$ cat config.mk
export PLATFORM = sky130hd
export DESIGN_NAME = qau_front_flat
export DESIGN_NICKNAME = d
export VERILOG_FILES = /design/src/design/quaternion_arithmetic_unit_defines.svh /design/src/design/qau_pkg.sv /design/src/design/qau_if.sv /design/src/design/qau_front.sv /design/src/flat_wrapper.sv
export SDC_FILE = /design/constraint.sdc
export NUM_CORES = 1
export LEC_CHECK = 0
export BUFFER_PORTS_ARGS = -buffer_cell sky130_fd_sc_hd__buf_2
export CAP_MARGIN = 20
export CORE_MARGIN = 2
export CORE_UTILIZATION = 25
export CTS_BUF_LIST = sky130_fd_sc_hd__clkbuf_4
export CTS_CLUSTER_DIAMETER = 100
export DETAILED_ROUTE_END_ITERATION = 8
export HOLD_SLACK_MARGIN = 0.1
export PLACE_DENSITY = 0.44
export SLEW_MARGIN = 30
export SYNTH_ARGS = -nofsm -noshare
export SYNTH_HDL_FRONTEND = slang
export SYNTH_SLANG_ARGS = --single-unit
export TNS_END_PERCENT = 5
$ cat constraint.sdc
create_clock -name clk -period 12.8 [get_ports clk]
set_input_delay 0.64 -clock clk [delete_from_list [all_inputs] [get_ports clk]]
set_output_delay 0.64 -clock clk [all_outputs]
set_load 0.01 [all_outputs]
$ cat src/design/quaternion_arithmetic_unit_defines.svh
// Assertion macros for the quaternion arithmetic unit.
// Used by qau_back, the RTL file that carries concurrent assertions; no dependencies.
`ifndef QUATERNION_ARITHMETIC_UNIT_DEFINES_SVH
`define QUATERNION_ARITHMETIC_UNIT_DEFINES_SVH

// checked only outside reset
`define QAU_ASSERT(label, clk, rst_n, prop, msg) \
	label: assert property (@(posedge clk) disable iff (!rst_n) prop) else $error(msg);

// checked on every edge, reset included
`define QAU_ASSERT_ALWAYS(label, clk, prop, msg) \
	label: assert property (@(posedge clk) prop) else $error(msg);

`endif

$ cat src/design/qau_pkg.sv
// Shared types, codes and tables of the quaternion arithmetic unit.
// No dependencies.
package qau_pkg;

	localparam int DATA_WIDTH_DEF = 32;
	localparam int FRAC_BITS_DEF  = 16;
	localparam int QUEUE_DEPTH    = 2;

	localparam logic [2:0] OP_ADD   = 3'd0;
	localparam logic [2:0] OP_SUB   = 3'd1;
	localparam logic [2:0] OP_MUL   = 3'd2;
	localparam logic [2:0] OP_SCALE = 3'd3;
	localparam logic [2:0] OP_NORM  = 3'd4;

	typedef enum logic [2:0] {
		K_ADD,
		K_SUB,
		K_MUL,
		K_SCALE,
		K_NORM,
		K_ZERO
	} kind_t;

	typedef struct packed {
		logic  valid;
		kind_t kind;
	} qhead_t;

	typedef struct packed {
		logic [1:0] a_idx;
		logic [1:0] b_idx;
		logic       neg;
	} term_t;

	// Hamilton product terms; step[3:2] selects the component (x y z w)
	function automatic term_t mul_term(input logic [3:0] step);
		term_t t;
		unique case (step)
			4'd0:  t = '{2'd3, 2'd0, 1'b0};
			4'd1:  t = '{2'd0, 2'd3, 1'b0};
			4'd2:  t = '{2'd1, 2'd2, 1'b0};
			4'd3:  t = '{2'd2, 2'd1, 1'b1};
			4'd4:  t = '{2'd3, 2'd1, 1'b0};
			4'd5:  t = '{2'd0, 2'd2, 1'b1};
			4'd6:  t = '{2'd1, 2'd3, 1'b0};
			4'd7:  t = '{2'd2, 2'd0, 1'b0};
			4'd8:  t = '{2'd3, 2'd2, 1'b0};
			4'd9:  t = '{2'd0, 2'd1, 1'b0};
			4'd10: t = '{2'd1, 2'd0, 1'b1};
			4'd11: t = '{2'd2, 2'd3, 1'b0};
			4'd12: t = '{2'd3, 2'd3, 1'b0};
			4'd13: t = '{2'd0, 2'd0, 1'b1};
			4'd14: t = '{2'd1, 2'd1, 1'b1};
			4'd15: t = '{2'd2, 2'd2, 1'b1};
		endcase
		return t;
	endfunction

endpackage

$ cat src/design/qau_if.sv
// Request and response channel interfaces of the quaternion arithmetic unit.
// Depends on qau_pkg for default widths.
interface qau_req_if #(parameter int DATA_WIDTH = qau_pkg::DATA_WIDTH_DEF) ();
	logic                         valid;
	logic                         ready;
	logic [2:0]                   req_type;
	logic signed [DATA_WIDTH-1:0] a_x;
	logic signed [DATA_WIDTH-1:0] a_y;
	logic signed [DATA_WIDTH-1:0] a_z;
	logic signed [DATA_WIDTH-1:0] a_w;
	logic signed [DATA_WIDTH-1:0] b_x;
	logic signed [DATA_WIDTH-1:0] b_y;
	logic signed [DATA_WIDTH-1:0] b_z;
	logic signed [DATA_WIDTH-1:0] b_w;
	logic signed [DATA_WIDTH-1:0] scale_factor;

	modport source (output valid, req_type, a_x, a_y, a_z, a_w, b_x, b_y, b_z, b_w,
		scale_factor, input ready);
	modport sink (input valid, req_type, a_x, a_y, a_z, a_w, b_x, b_y, b_z, b_w,
		scale_factor, output ready);
endinterface


$ cat src/design/qau_front.sv
// Front end: accepts request items, decodes the operation, holds them in a short queue.
// Depends on qau_pkg and qau_req_if.
module qau_front #(
	parameter int DATA_WIDTH = qau_pkg::DATA_WIDTH_DEF
) (
	input  logic                         clk,
	input  logic                         arst_n,
	qau_req_if.sink                      req,
	output qau_pkg::qhead_t              head,
	output logic signed [DATA_WIDTH-1:0] head_a [4],
	output logic signed [DATA_WIDTH-1:0] head_b [4],
	output logic signed [DATA_WIDTH-1:0] head_s,
	input  logic                         head_pop
);

	localparam int DEPTH = qau_pkg::QUEUE_DEPTH;
	localparam int PTRW  = (DEPTH > 1) ? $clog2(DEPTH) : 1;
	localparam int CNTW  = $clog2(DEPTH + 1);

	logic signed [DATA_WIDTH-1:0] ent_a_q [DEPTH][4];
	logic signed [DATA_WIDTH-1:0] ent_b_q [DEPTH][4];
	logic signed [DATA_WIDTH-1:0] ent_s_q [DEPTH];
	qau_pkg::kind_t               ent_kind_q [DEPTH];
	logic [PTRW-1:0]              wr_ptr_q;
	logic [PTRW-1:0]              rd_ptr_q;
	logic [CNTW-1:0]              cnt_q;
	logic                         push;
	logic                         pop;
	qau_pkg::kind_t               kind_in;

	always_comb begin
		unique case (req.req_type)
			qau_pkg::OP_ADD:   kind_in = qau_pkg::K_ADD;
			qau_pkg::OP_SUB:   kind_in = qau_pkg::K_SUB;
			qau_pkg::OP_MUL:   kind_in = qau_pkg::K_MUL;
			qau_pkg::OP_SCALE: kind_in = qau_pkg::K_SCALE;
			qau_pkg::OP_NORM:  kind_in = qau_pkg::K_NORM;
			default:           kind_in = qau_pkg::K_ZERO;
		endcase
	end

	assign req.ready  = (cnt_q != CNTW'(DEPTH));
	assign push       = req.valid && req.ready;
	assign pop        = head_pop && head.valid;
	assign head.valid = (cnt_q != '0);
	assign head.kind  = ent_kind_q[rd_ptr_q];
	assign head_a     = ent_a_q[rd_ptr_q];
	assign head_b     = ent_b_q[rd_ptr_q];
	assign head_s     = ent_s_q[rd_ptr_q];

	always_ff @(posedge clk or negedge arst_n) begin
		if (!arst_n) begin
			wr_ptr_q <= '0;
			rd_ptr_q <= '0;
			cnt_q    <= '0;
		end else begin
			if (push) begin
				wr_ptr_q <= (wr_ptr_q == PTRW'(DEPTH - 1)) ? '0 : wr_ptr_q + 1'b1;
			end
			if (pop) begin
				rd_ptr_q <= (rd_ptr_q == PTRW'(DEPTH - 1)) ? '0 : rd_ptr_q + 1'b1;
			end
			if (push && !pop) begin
				cnt_q <= cnt_q + 1'b1;
			end else if (pop && !push) begin
				cnt_q <= cnt_q - 1'b1;
			end
		end
	end

	always_ff @(posedge clk) begin
		if (push) begin
			ent_kind_q[wr_ptr_q] <= kind_in;
			ent_a_q[wr_ptr_q]    <= '{req.a_x, req.a_y, req.a_z, req.a_w};
			ent_b_q[wr_ptr_q]    <= '{req.b_x, req.b_y, req.b_z, req.b_w};
			ent_s_q[wr_ptr_q]    <= req.scale_factor;
		end
	end

endmodule

$ cat src/flat_wrapper.sv
// flat-port wrapper written by rule: the top's interface ports become plain ports
module qau_front_flat 
#(
	parameter int DATA_WIDTH = qau_pkg::DATA_WIDTH_DEF
)
  (clk, arst_n, head, head_a, head_b, head_s, head_pop, req_valid, req_req_type, req_a_x, req_a_y, req_a_z, req_a_w, req_b_x, req_b_y, req_b_z, req_b_w, req_scale_factor, req_ready);
  qau_req_if #(.DATA_WIDTH(DATA_WIDTH)) req_i ();
  input  logic clk;
  input  logic arst_n;
  output qau_pkg::qhead_t head;
  output logic signed [DATA_WIDTH-1:0] head_a[4];
  output logic signed [DATA_WIDTH-1:0] head_b[4];
  output logic signed [DATA_WIDTH-1:0] head_s;
  input  logic head_pop;
  input wire logic [$bits(req_i.valid)-1:0] req_valid;
  input wire logic [$bits(req_i.req_type)-1:0] req_req_type;
  input wire logic [$bits(req_i.a_x)-1:0] req_a_x;
  input wire logic [$bits(req_i.a_y)-1:0] req_a_y;
  input wire logic [$bits(req_i.a_z)-1:0] req_a_z;
  input wire logic [$bits(req_i.a_w)-1:0] req_a_w;
  input wire logic [$bits(req_i.b_x)-1:0] req_b_x;
  input wire logic [$bits(req_i.b_y)-1:0] req_b_y;
  input wire logic [$bits(req_i.b_z)-1:0] req_b_z;
  input wire logic [$bits(req_i.b_w)-1:0] req_b_w;
  input wire logic [$bits(req_i.scale_factor)-1:0] req_scale_factor;
  output wire logic [$bits(req_i.ready)-1:0] req_ready;
  assign req_i.valid = req_valid;
  assign req_i.req_type = req_req_type;
  assign req_i.a_x = req_a_x;
  assign req_i.a_y = req_a_y;
  assign req_i.a_z = req_a_z;
  assign req_i.a_w = req_a_w;
  assign req_i.b_x = req_b_x;
  assign req_i.b_y = req_b_y;
  assign req_i.b_z = req_b_z;
  assign req_i.b_w = req_b_w;
  assign req_i.scale_factor = req_scale_factor;
  assign req_ready = req_i.ready;
  qau_front #(.DATA_WIDTH(DATA_WIDTH)) u_core (.clk(clk), .arst_n(arst_n), .req(req_i), .head(head), .head_a(head_a), .head_b(head_b), .head_s(head_s), .head_pop(head_pop));
endmodule
[After elaboration in Yosys (flattened, before gate mapping)]
Memories as Yosys holds them, arrays and structs flattened.
Index checks and enable logic that the tools add are counted.
Operators by class
  add/sub/neg operators: 4
  equality and inequality tests: 5
  reductions and logical operators: 9
  muxes and demuxes: 7
Operator list (count)
  $pmux W3 S5: 1
  $eq A3 B2 Y1 const B: 2
  $logic_and A1 B1 Y1: 4
  $mux W1: 4
  $mux W2: 2
  $reduce_bool A2 Y1: 2
  $eq A3 B1 Y1 const B: 1
  $eq A3 B3 Y1 const B: 1
  $logic_not A3 Y1: 1
  $add A1 B1 Y1 const B: 2
  $add A2 B1 Y2 const B: 1
  $logic_not A1 Y1: 2
  $ne A2 B2 Y1 const B: 1
  $sub A2 B1 Y2 const B: 1
Word-level totals
  memories: 4
  register bits after elaboration: 4
  memory bits (writable): 582
  word-level logic and storage cells: 32
Memories
  u_core.ent_a_q: depth 2, width 128, rd ports 1, clocked after Yosys merged registers in 0, write ports 1, RTL line qau_front.sv:20  | logic signed [DATA_WIDTH-1:0] ent_a_q [DEPTH][4];
  u_core.ent_b_q: depth 2, width 128, rd ports 1, clocked after Yosys merged registers in 0, write ports 1, RTL line qau_front.sv:21  | logic signed [DATA_WIDTH-1:0] ent_b_q [DEPTH][4];
  u_core.ent_s_q: depth 2, width 32, rd ports 1, clocked after Yosys merged registers in 0, write ports 1, RTL line qau_front.sv:22  | logic signed [DATA_WIDTH-1:0] ent_s_q [DEPTH];
  u_core.ent_kind_q: depth 2, width 3, rd ports 1, clocked after Yosys merged registers in 0, write ports 1, RTL line qau_front.sv:23  | qau_pkg::kind_t ent_kind_q [DEPTH];

[Depth between registers and ports, before layout]
Gate-level depths: netlist of run 1.
  depth in word-level cells: 6
  gate-level depth with buffers: 7

[Worst setup path before layout of run 1]
OpenSTA, ideal clock, no wires.
  kind: input to register
  start point: input port req_valid
  end point: memory u_core.ent_a_q[0][0] (netlist name) (enable)
  setup time: 0.949 ns
  arrival: 12.780 ns
  slack: -0.929 ns
  data required time: 11.851 ns
  stages on the path: 2
  cell sequence: nand2_1 -> nor2_1
On the way
  cells in the longest elaborated chain, start to end: 3
Ends and longest elaborated chain
  start, declared: RTL line flat_wrapper.sv:15  | input wire logic [$bits(req_i.valid)-1:0] req_valid;
  $logic_and A1 B1 Y1: RTL line qau_front.sv:43  | assign push = req.valid && req.ready;
  $mux W1: RTL line qau_front.sv:72  | if (push) begin
  $mux W1 (not written as such): RTL line qau_front.sv:74  | ent_a_q[wr_ptr_q] <= '{req.a_x, req.a_y, req.a_z, req.a_w};
  end, declared: RTL line qau_front.sv:20
No other way between the ends.

==> flow_metrics.tcl, run 1 <==
set metrics [dict create \
    timing.slew.headroom_pct 30.4 \
    design.die.area_mm2 0.0876 \
    net-switching-power_mw 1.92 \
    h-tree-depth 4 \
    worst_r2r_path_depth 6 \
    drv.max_cap_violation_count 0 \
    remaining_routing_drc_violations 0 \
    pwr_density_cell_mw_per_mm2 207 \
    synth.ff_latch_count 586 \
    hold_class "input port to flop" \
    grt_setup_unrepaired "no" \
    syn-mean-instance-area_um2 23.0 \
    rows 107 \
    final_cell_mix "sky130_fd_sc_hd__buf_2 (587), sky130_fd_sc_hd__edfxtp_1 (582), sky130_fd_sc_hd__dlygate4sd3_1 (296), sky130_fd_sc_hd__mux2_2 (291), sky130_fd_sc_hd__clkbuf_4 (234)" \
    ant_nets 0 \
    yosys_warnings 0 \
    power.static_leakage_nw 11.5 \
    cts-buffers-inserted 165 \
    instances_no_fill 3215 \
    drt-total-wl_mm 53.5 \
    power.share.combinational_pct 29.4 \
    crit_path_end_kind "primary output" \
    area_delta_synth_final_pct 43.5 \
    vias 12700 \
    dp.cells 2634 \
    fin_worst_hold_slack_ns 0.360 \
    start_kind "flop" \
    min_delay_worst_endpoint "u_core.ent_b_q[0][82]" \
    clock_tree_from_tritoncts "yes" \
    cts_max_path_buffers 3 \
    leading_cell_type_in_the_layout_fill_and_taps_excluded "sky130_fd_sc_hd__buf_2" \
    timing.final.hold_violations 0 \
    run_status "complete, no violations" \
    crit_type "flop to primary output" \
    layout.nets 2251 \
    share_seq_of_total_power_pct 43.3 \
    cp_slowest_cell "sky130_fd_sc_hd__dfrtp_4" \
    min-delay-start "req_b_y[18]" \
    grt_pass1_vias 13800 \
    timing.critical_path.fanout_max 141 \
    setup.reg_to_reg.worst_slack_ns 9.73 \
    total_power_mw 6.35 \
    first_iter_violations 468 \
    die_extent_in_y_um 296 \
    grt_max_degree 148 \
    final_max_slew_viol_count 0 \
    design.core.area_mm2 0.0849 \
    clock-root-buffer "sky130_fd_sc_hd__clkbuf_4" \
    fin_setup_tns_ns 0 \
    global_route_wire_length_before_repair_mm 77.7 \
    pre_cts_ws_ns 9.12 \
    fin_crit_ns 4.56 \
    io_pins 588 \
    detailed_placer_s_ending_hpwl_mm 34.3 \
    number_of_antenna_violations_at_the_first_check_in_global_routing 7 \
    synth.yosys.seq_area_share_pct 82.4 \
    final.period_utilization_pct 35.6 \
    critical_path.cell_chain "buf_12 > buf_4 > mux2_2 > buf_2" \
    max_slew.worst_pin.slew_ns 1.04 \
    cts_num_sinks 586 \
    netlist_area_mm2 0.0213 \
    worst_ir_drop_vdd_v 0.000181 \
    crit_required_ns 12.16 \
    portBuffers 587 \
    source_to_sink_clock_delay_at_the_later_pin_of_the_worst_skew_pair_ns 1.01 \
    r2r-start "u_core.cnt_q[0]" \
    clk_transition_reported_paths_ns 0.06 \
    groute.usage.overall_pct 11.8 \
    dieWidth_um 296 \
    drt-wirelength-per-cell_um 16.6 \
    clkPwrFrac_pct 27.2 \
    skew_ns 0.0516 \
    gp_congestion 0.758 \
    max_clock_freq_mhz 219 \
    synth_nets 1222 \
    worst_hold_path.num_cells 2 \
    intPower_mw 4.42 \
    drive_gt1_share_pct 55.5 \
    start_util_pct 25.1 \
    postSynthCellCount 926 \
    firstDrtPassIters 4 \
    switching_share_pct 30.3 \
    vias_per_cell 3.95 \
    report.final.setup_viol 0 \
    critical-path-max-stage-delay_ns 0.83 \
    post_synth_num_cell_types 17 \
    critical_path.reg2reg.endpoint "u_core.ent_b_q[0][107]" \
    final.setup.worst_slack_ns 8.24 \
    gr-total-overflow 0 \
    worst-endpoint-arrival_ns 3.92 \
    filler_cell_count 8215 \
]
-- worst max path at each step --
stage,end,cells after the start,from
2_1_floorplan,u_core.ent_a_q[0][0],2,req_valid
3_3_place_gp,head_a[0],4,u_core.rd_ptr_q
3_5_place_dp,head_b[54],4,u_core.rd_ptr_q
4_1_cts,head_b[54],4,u_core.rd_ptr_q
5_1_grt,head_a[122],4,u_core.rd_ptr_q
6_report,head_b[54],4,u_core.rd_ptr_q
-- power by group through the flow --
stage               sequential, mW  clock, mW  combinational [mW]
floorplan                     2.86          0                1.18
global placement              2.79          0                1.81
global route                  2.78       1.92                2.02
CTS                           2.75       1.83                1.91
detailed placement            2.79          0                1.82
finish                        2.75       1.73                1.87
-- registers in the layout (all words and copies together) (netlist names) --
signal             flops
u_core.cnt_q           2
u_core.wr_ptr_q        1
u_core.ent_s_q        64
u_core.ent_b_q       256
u_core.ent_a_q       256
u_core.rd_ptr_q        1
u_core.ent_kind_q      6
-- Yosys cell counts, drive strengths merged --
cell | number | area (um^2)
edfxtp | 582 | 17500
mux2 | 291 | 3280
buf | 32 | 354
dfrtp | 4 | 100
xnor2 | 3 | 26.3
nand2 | 2 | 7.51
nor2 | 2 | 7.51
xor2 | 2 | 17.5
a21o | 1 | 7.51
and3 | 1 | 6.26
clkbuf | 1 | 3.75
ha | 1 | 12.5
inv | 1 | 3.75
nand2b | 1 | 6.26
nor2b | 1 | 6.26
or2 | 1 | 6.26
-- layer usage --
metal / global-route usage, % / share of wire (%) / up-vias
met2: 19.6 / 50 / 486
met1: 13.2 / 39 / 6234
met5: 0 / 0.050 / -
li1: - / - / 5866
met3: 4.67 / 7.8 / 104
met4: 5.78 / 2.6 / 4
-- area by class of cell --
| type | count | area, um^2 | share of cell area, % |
|---|---|---|---|
| diodes | 7 | 17.5 | 0.0573 |
| clock inverters | 42 | 340 | 1.11 |
| well taps | 1144 | 1430 | 4.68 |
| inverters | 1 | 3.75 | 0.0123 |
| flip-flops and latches | 586 | 17600 | 57.5 |
| clock buffers | 234 | 1760 | 5.74 |
| repair buffers | 895 | 6070 | 19.8 |
| multi-input cells | 306 | 3390 | 11.1 |
-- cells by family (layout without fill, tap and decap cells) --
group,after synthesis,count (layout),share of synthesized area (%)
AOI/OAI and AO/OA,1,1,0.0352
xor gates and xnor gates,5,5,0.205
adders and majority gates,1,1,0.0587
buffers and inverters,34,1172,1.70
DFF,586,586,82.4
muxes,291,291,15.4
other,0,7,0
and+or+nand+nor,8,8,0.188
-- critical path: cells and delay by family, from the launching register on --
kind	cells	cell delay (ns)
mux	1	0.43
flops	1	0.83
buf+inv	3	1.53
-- stage by stage --
step           utilization (%)  instance area (um^2)
6_report                  36.0                 30600
5_1_grt                   36.0                 30600
4_1_cts                   36.0                 30500
3_3_place_gp              30.0                 25500
2_1_floorplan                -                 21300
3_5_place_dp              30.0                 25500
-- timing repair --
action | 4_1_cts | 5_1_grt
hold buffers | 296 | 0
buffers inserted | 0 | 0
endpoints found under the hold margin | 619 | 0
resized for setup | 0 | 0
Note: power is estimated with default switching activity, not from simulation.
==> run 2, diff against run 1 <==
Settings changed: ABC_AREA set to 1.
Clock period 12.8 ns to 3.7 ns, I/O delays scaled along.
==> run 2 against run 1 <==
Against the previous run:
- first-iteration DRC count up 64%
- count of clock-buffer cells in the layout down 1
- via count up 28%
- largest cell class unchanged
- clock skew down 0.0074 ns
- largest power group unchanged
- sequential power rose to 3.4 times the previous value
- final cell count up 28%
- core utilization up 3.5 points
- hold slack better by 0.13 ns
- die area up 1.0%
- critical endpoint is now head_a[91]
==> flow_metrics.tcl, run 2 <==
set metrics [dict create \
    run_status "complete, no violations" \
    timing.final.hold_violations 0 \
    final.period_utilization_pct 76.8 \
    report.final.setup_viol 0 \
    synth_common_cells "sky130_fd_sc_hd__nand2_1 (883), sky130_fd_sc_hd__edfxtp_1 (582), sky130_fd_sc_hd__buf_6 (31)" \
    postCtsSetupRepairBufs 0 \
    cp_slowest_cell "sky130_fd_sc_hd__dfrtp_4" \
    gp_congestion 0.794 \
    critical_path.cell_chain "inv_8 > buf_12 > nand2_1 > nand2_1 > buf_2" \
    synth_top_cell_by_area "sky130_fd_sc_hd__edfxtp_1" \
    netlist_top_cells_area "sky130_fd_sc_hd__edfxtp_1 (81%), sky130_fd_sc_hd__nand2_1 (15%), sky130_fd_sc_hd__buf_6 (1.6%), sky130_fd_sc_hd__buf_2 (0.51%), sky130_fd_sc_hd__dfrtp_1 (0.46%)" \
    source_to_sink_clock_delay_at_the_later_pin_of_the_worst_skew_pair_ns 0.98 \
    clock-root-buffer "sky130_fd_sc_hd__clkbuf_4" \
    netlist_area_mm2 0.0215 \
    groute.usage.overall_pct 13.8 \
    worst_ir_drop_vdd_v 0.000493 \
    cpLargestDelayFamily "buffers and inverters" \
    vias 16300 \
    max_slew.worst_pin.slew_ns 1.02 \
    crit_required_ns 3.51 \
    post_synth_num_cell_types 16 \
    crit_path_end_kind "primary output" \
    ys_async_sr_fraction_pct 0.683 \
    skew_ns 0.0442 \
    drt-wirelength-per-cell_um 15.1 \
    drt-total-wl_mm 62.1 \
    area_delta_synth_final_pct 56.5 \
    pwr_density_cell_mw_per_mm2 684 \
    grt_pass1_vias 16800 \
    rows 107 \
    cts_max_path_buffers 3 \
    filler_cell_count 8295 \
    synth.ff_latch_count 586 \
    grt_max_degree 161 \
    postSynthCellCount 1553 \
    synth-edff-count 582 \
    start_util_pct 25.3 \
    cts-buffers-inserted 159 \
    portBuffers 587 \
    drive_gt1_share_pct 29.4 \
    instances_no_fill 4117 \
    fin_setup_tns_ns 0 \
    start_kind "flop" \
    first_iter_violations 769 \
    clk_transition_reported_paths_ns 0.06 \
    register_area_mm2 0.0176 \
    critical-path-max-stage-delay_ns 0.53 \
    design.core.area_mm2 0.0853 \
    share_of_the_synthesized_area_in_the_top_cell_type_pct 81.1 \
    max_clock_freq_mhz 352 \
    final_cell_mix "sky130_fd_sc_hd__nand2_1 (881), sky130_fd_sc_hd__dlygate4sd3_1 (590), sky130_fd_sc_hd__buf_2 (587), sky130_fd_sc_hd__edfxtp_1 (582), sky130_fd_sc_hd__clkbuf_4 (233)" \
    gr-total-overflow 0 \
    synth.yosys.seq_area_share_pct 81.6 \
    timing.critical_path.fanout_max 83 \
    cts_num_sinks 586 \
    layout.nets 3146 \
    detailed_placer_s_ending_hpwl_mm 38.4 \
    crit_type "flop to primary output" \
    clock_tree_from_tritoncts "yes" \
    design.die.area_mm2 0.0885 \
    dp.cells 3242 \
    synth_nets 1849 \
    remaining_routing_drc_violations 0 \
    firstDrtPassIters 4 \
    crit_top_cell "sky130_fd_sc_hd__nand2_1" \
    yosys_warnings 0 \
    timing.slew.headroom_pct 32.1 \
    ys.flop_type "sky130_fd_sc_hd__edfxtp_1" \
    h-tree-depth 4 \
    final_max_slew_viol_count 0 \
    die_extent_in_y_um 298 \
    number_of_antenna_violations_at_the_first_check_in_global_routing 4 \
    global_route_wire_length_before_repair_mm 94.1 \
    layout_top_registers "u_core.ent_a_q: 256 flops, u_core.ent_b_q: 256 flops, u_core.ent_s_q: 64 flops" \
    most_instantiated_library_cell_after_synthesis "sky130_fd_sc_hd__nand2_1" \
    vias_per_cell 3.96 \
    syn-mean-instance-area_um2 13.9 \
    worst-endpoint-arrival_ns 2.66 \
    leading_cell_type_in_the_layout_fill_and_taps_excluded "sky130_fd_sc_hd__nand2_1" \
    multi_input_area_mm2 0.00341 \
    fin_crit_ns 2.84 \
    ant_nets 0 \
    power.static_leakage_nw 14.4 \
    io_pins 588 \
    hold_class "input port to flop" \
    grt_setup_unrepaired "no" \
    drv.max_cap_violation_count 0 \
    timing.critical_path.buf_inv 3 \
    dieWidth_um 298 \
]
==> run 2: changes by cell type in the layout (fill, tap and decap cells not counted), moves of 5 or more <==
cell	delta
sky130_fd_sc_hd__mux2_2	-291
sky130_fd_sc_hd__diode_2	-5
sky130_fd_sc_hd__inv_1	+5
sky130_fd_sc_hd__buf_12	+9
sky130_fd_sc_hd__nand2_1	+879
sky130_fd_sc_hd__buf_4	+7
sky130_fd_sc_hd__dlygate4sd3_1	+294
==> run 2: final timing paths <==
| kind | slack, ns | cells after the start | from | end |
|---|---|---|---|---|
| hold reg to reg | 0.53 | 1 | u_core.cnt_q[0] | u_core.cnt_q[0] |
| setup / recovery | 0.86 | 5 | u_core.rd_ptr_q | head_a[91] |
| min in group asynchronous | 0.79 | 4 | arst_n | u_core.wr_ptr_q |
| setup reg to reg | 1.56 | 6 | u_core.cnt_q[0] | u_core.ent_a_q[0][62] |
| max in group asynchronous | 2.68 | 4 | arst_n | u_core.rd_ptr_q |
| hold / removal | 0.49 | 3 | req_scale_factor[11] | u_core.ent_s_q[1][11] |
==> run 2: timing repair <==
action                     CTS  global route
resized for setup            0             0
hold buffers               590             0
hold endpoints to repair  1093             0
==> run 2: layer usage <==
metal / part of all wire, % / track usage [%] / vias up / wire, um
met5: 0 / 0 / - / 0
li1: - / - / 7980 / -
met2: 51 / 24.1 / 522 / 31700
met4: 3.5 / 6.97 / 0 / 2160
met3: 7.2 / 4.76 / 125 / 4440
met1: 38 / 14.7 / 7658 / 23800
==> run 2: kinds of logic after synthesis <==
kind of cell / count (synthesis) / synth area share (%)
AND/OR/NAND/NOR: 889 / 15.5
adder cells (fa/ha/maj): 1 / 0.0581
XOR/XNOR: 2 / 0.0813
flip-flops: 586 / 81.6
AO/OA/AOI/OAI: 1 / 0.0349
buffers and inverters: 74 / 2.72
==> run 2: metrics by stage <==
| stage | hold WS [ns] | instance area, um^2 | utilization, % | setup slack, ns | total power [mW] |
|---|---|---|---|---|---|
| global route | 0.353 | 33700 | 39.5 | 0.581 | 24.6 |
| CTS | 0.267 | 33700 | 39.5 | 0.626 | 23.5 |
| floorplan | -0.111 | 21600 | - | -1.63 | 13.9 |
| global placement | 0.0249 | 25700 | 30.2 | 1.65 | 16.9 |
| detailed placement | 0.0188 | 25700 | 30.2 | 1.63 | 17.0 |
| finish | 0.489 | 33700 | 39.5 | 0.857 | 23.0 |
==> run 2: area by class of cell <==
cell class                      count  area share [%]
Sequential cell                   586            52.1
Inverter                            8           0.111
Multi-Input combinational cell    893            10.1
Antenna cell                        2          0.0148
Timing Repair Buffer             1202            27.2
Clock inverter                     49           0.957
Tap cell                         1144            4.25
Clock buffer                      233            5.19
==> run 2: power by group <==
group	switching, mW	internal [mW]	total [mW]
logic	5.12	2.65	7.77
clock network	2.72	3.17	5.89
registers	0.325	9.06	9.39
==> run 2: worst min-delay path, stage by stage <==
cell,delay (ns)
sky130_fd_sc_hd__dlygate4sd3_1,0.51
sky130_fd_sc_hd__buf_2,0.09
sky130_fd_sc_hd__dlygate4sd3_1,0.56
